===== src/btsmp_queue.sv =====
module btsmp_queue #(
    parameter int DATA_W = 1
) (
    input  logic              i_clk,
    input  logic              i_rst_n,
    input  logic              i_push,
    input  logic [DATA_W-1:0] i_data,
    output logic              o_vld,
    output logic [DATA_W-1:0] o_data,
    output logic              o_full
);

    logic [DATA_W-1:0] r_mem [2];
    logic              r_wptr;
    logic              r_rptr;
    logic [1:0]        r_count;
    logic              do_push;
    logic              do_pop;

    // the back end drains one word every cycle it has one
    assign do_pop  = (r_count != 2'd0);
    assign do_push = i_push && (r_count != 2'd2);

    always_ff @(posedge i_clk) begin
        if (!i_rst_n) begin
            r_wptr  <= 1'b0;
            r_rptr  <= 1'b0;
            r_count <= 2'd0;
        end else begin
            if (do_push) begin
                r_wptr <= ~r_wptr;
            end
            if (do_pop) begin
                r_rptr <= ~r_rptr;
            end
            r_count <= r_count + {1'b0, do_push} - {1'b0, do_pop};
        end
    end

    always_ff @(posedge i_clk) begin
        if (do_push) begin
            r_mem[r_wptr] <= i_data;
        end
    end

    assign o_vld  = do_pop;
    assign o_data = r_mem[r_rptr];
    assign o_full = (r_count == 2'd2);

endmodule


===== config.mk =====
export PLATFORM = sky130hd
export DESIGN_NAME = btsmp_queue
export DESIGN_NICKNAME = d
export VERILOG_FILES = /design/src/btsmp_queue.sv
export SDC_FILE = /design/constraint.sdc
export NUM_CORES = 1
export LEC_CHECK = 0
export ABC_CLOCK_PERIOD_IN_PS = 1700
export BUFFER_PORTS_ARGS = -buffer_cell sky130_fd_sc_hd__buf_2
export CORE_AREA = 3 3 40 42
export CTS_CLUSTER_SIZE = 20
export DETAILED_ROUTE_END_ITERATION = 8
export DIE_AREA = 0 0 43 45
export GPL_TIMING_DRIVEN = 0
export PLACE_DENSITY_LB_ADDON = 0.1
export SLEW_MARGIN = 25
export SYNTH_ARGS = -nofsm -noshare
export SYNTH_HDL_FRONTEND = slang
export SYNTH_SLANG_ARGS = --single-unit

===== constraint.sdc =====
create_clock -name i_clk -period 1.7 [get_ports i_clk]
set_clock_uncertainty 0.15 [all_clocks]
set_input_delay 0.17 -clock i_clk [delete_from_list [all_inputs] [get_ports i_clk]]
set_output_delay 0.17 -clock i_clk [all_outputs]
set_load 0.01 [all_outputs]

==> flow_summary.ini <==
[outcome]
status = finished clean

[clocking]
cts_tree = built
cts_buffer_depth = 2
htree_num_levels = 1
cts_sink_cnt = 7
clock_latency_ps = 250
post_cts.repair.setup_buffers = 0
numCtsBuffers = 3
clock_pin_slew_worst_setup_and_hold_paths_ps = 50
cts_resized = 0
cts-root-buf = sky130_fd_sc_hd__clkbuf_4

[setup_path]
critical_path_cell_sequence = mux2_2, buf_2
critical_path.max_stage_delay_ps = 320
critical_path_required_ps = 1380
crit_path_end_kind = output pin
worstSetupPathType = reg -> out
critical_path_arrival_ps = 1010
worst_setup_path_start_kind = flip-flop
cp_max_fo = 1
crit_path_top_delay_cell = sky130_fd_sc_hd__mux2_2

[sta]
worst_slack_ps = 369
fmax_mhz = 752
report.final.setup_viol = 0
slew-limit-headroom = 0.870
grt_setup_unrepaired = no
timing.final.hold_violations = 0
layout_worst_path_cycle_share = 0.783
final.min_clock_period_ps = 1330
fin_setup_tns_ps = 0
worst-slew-pin-transition_ps = 194
timing_max_transition_violations_final = 0

[floorplanning]
chipHeight_um = 45
design.core.area_um2 = 1280
rows = 13
i_o_pins = 7
initial_core_util = 0.201
floorplan.die.width_um = 43
design.die.area_um2 = 1940

[global_route]
number_of_global_route_vias_before_repair = 183
grt_usage = 0.0553
grt_remaining_overflow = 0
grt_max_degree = 5
antenna_found_initial = 0
grt_pass1_wl_um = 655

[final_layout]
antenna_cells = 0
nNetsFinal = 40
area_growth_from_synthesis_to_layout_pct = 36.9
layout_common_cells = sky130_fd_sc_hd__buf_2, sky130_fd_sc_hd__dfxtp_1, sky130_fd_sc_hd__inv_1, sky130_fd_sc_hd__clkbuf_4
layout.cells.most_common = sky130_fd_sc_hd__buf_2
share_of_post_route_cells_with_drive_strength_above_1 = 0.314
final.fill_count = 144

[power_and_ir_drop]
seqPwrFrac = 0.512
p_int_mw = 0.287
net-switching-power_mw = 0.0742
fin_total_pwr_mw = 0.361
switching_share = 0.205
p_leak_nw = 0.165
share_clk_of_total_power = 0.408
comb_power_share = 0.080
cellPowerDensity_nw_per_um2 = 1020
max-vdd-ir-drop_mv = 0.244

[route]
post-route-drc-count = 0
avgRoutedWirePerCell_um = 8.38
vias_per_cell = 3.92
total_via_count_after_detailed_routing = 196
drtPass1Iterations = 1
detail_route.wirelength_um = 419
antenna_violating_nets_post_route = 0
detailedRoute.firstIterationViolations = 0

[place]
port_buffers = 6
dpl.hpwl_um = 326
pre_cts_ws_ps = 528
place_congestion = 0.674

[worst_hold_path]
holdCritPathClass = in -> reg

[logic_synthesis]
synth.yosys.seq_area_share = 0.621
mappedNetlistNets = 27
synth_cells = 23
ys_ff_latch = 7
yosysWarnings = 0
netlist_area_um2 = 258
syn-mean-instance-area_um2 = 11.2
yosys.cell_types.count = 14

[flow_run]
drv.max_cap_violation_count = 0
## cell usage after synthesis
cell	number	area [µm²]
sky130_fd_sc_hd__inv_1	3	11.3
sky130_fd_sc_hd__edfxtp_1	2	60.1
sky130_fd_sc_hd__dfxtp_1	5	100
sky130_fd_sc_hd__and2_1	1	6.26
sky130_fd_sc_hd__nor2_1	1	3.75
sky130_fd_sc_hd__nor3_1	2	10.0
sky130_fd_sc_hd__and3_1	2	12.5
sky130_fd_sc_hd__a21oi_1	1	5.00
sky130_fd_sc_hd__or2_1	1	6.26
sky130_fd_sc_hd__o21a_1	1	7.51
sky130_fd_sc_hd__nor3_2	1	10.0
sky130_fd_sc_hd__mux2_2	1	11.3
sky130_fd_sc_hd__a21boi_0	1	7.51
sky130_fd_sc_hd__nand2b_1	1	6.26
## layer usage
layer | up-vias | share of wire | GRT usage | routed length, µm
met5 | - | 0 | 0 | 0
met4 | 0 | 0 | 0.0904 | 0
met3 | 0 | 0.055 | 0.0359 | 23
met2 | 3 | 0.54 | 0.0749 | 226
met1 | 92 | 0.40 | 0.0418 | 169
li1 | 101 | - | - | -
## final cells by class
class / instances / area [µm²] / share of cell area
Timing Repair Buffer: 8 / 50.0 / 0.142
Inverter: 3 / 11.3 / 0.0319
Sequential cell: 7 / 160 / 0.454
Clock buffer: 4 / 26.3 / 0.0745
Multi-Input combinational cell: 13 / 86.3 / 0.245
Tap cell: 15 / 18.8 / 0.0532
## critical path, delay by kind of cell (launching register included)
kind / cells / cell delay, ps
flip-flops: 1 / 310
multiplexers: 1 / 320
buffers and inverters: 1 / 140
## logic make-up (layout without fill, tap and decap cells)
family                 count (synthesis)  after routing  share of synthesized area
multiplexers                           1              1                     0.0437
flip-flops                             7              7                      0.621
AND/OR/NAND/NOR                        9              9                      0.214
buffers and inverters                  3             15                     0.0437
AO/OA/AOI/OAI                          3              3                     0.0777
## per-stage QoR
| step | cells | area [µm²] | utilization | hold slack, ps |
|---|---|---|---|---|
| 2_1_floorplan | 23 | 258 | - | 119 |
| 3_3_place_gp | 44 | 307 | 0.239 | 210 |
| 3_5_place_dp | 44 | 307 | 0.239 | 212 |
| 4_1_cts | 49 | 343 | 0.267 | 1.15 |
| 5_1_grt | 50 | 353 | 0.275 | 96.4 |
| 6_report | 50 | 353 | 0.275 | 73.8 |
## path summary, 6_finish.rpt
kind	startpoint	to	slack, ps	depth (start not counted)
max reg2reg	r_count[0]$_SDFF_PN0_	r_mem[0]$_DFFE_PP_	520	3
min	i_push	r_count[0]$_SDFF_PN0_	70	3
max	flip-flop	o_data	370	2
min reg2reg	r_count[1]$_SDFF_PN0_	r_count[1]$_SDFF_PN0_	350	1
## power by group through the flow
stage	Sequential (mW)	Clock (mW)	Combinational, mW
2_1_floorplan	0.187	0	0.0166
3_3_place_gp	0.188	0	0.0256
3_5_place_dp	0.188	0	0.0263
4_1_cts	0.185	0.156	0.0282
5_1_grt	0.185	0.166	0.0327
6_report	0.185	0.147	0.0290
## timing repair
| item | in CTS | in global routing |
|---|---|---|
| hold endpoints to repair | 2 | 1 |
| hold buffers | 1 | 1 |
| setup endpoints to repair | 0 | 0 |
No activity file was read; power rests on OpenSTA's default activity.
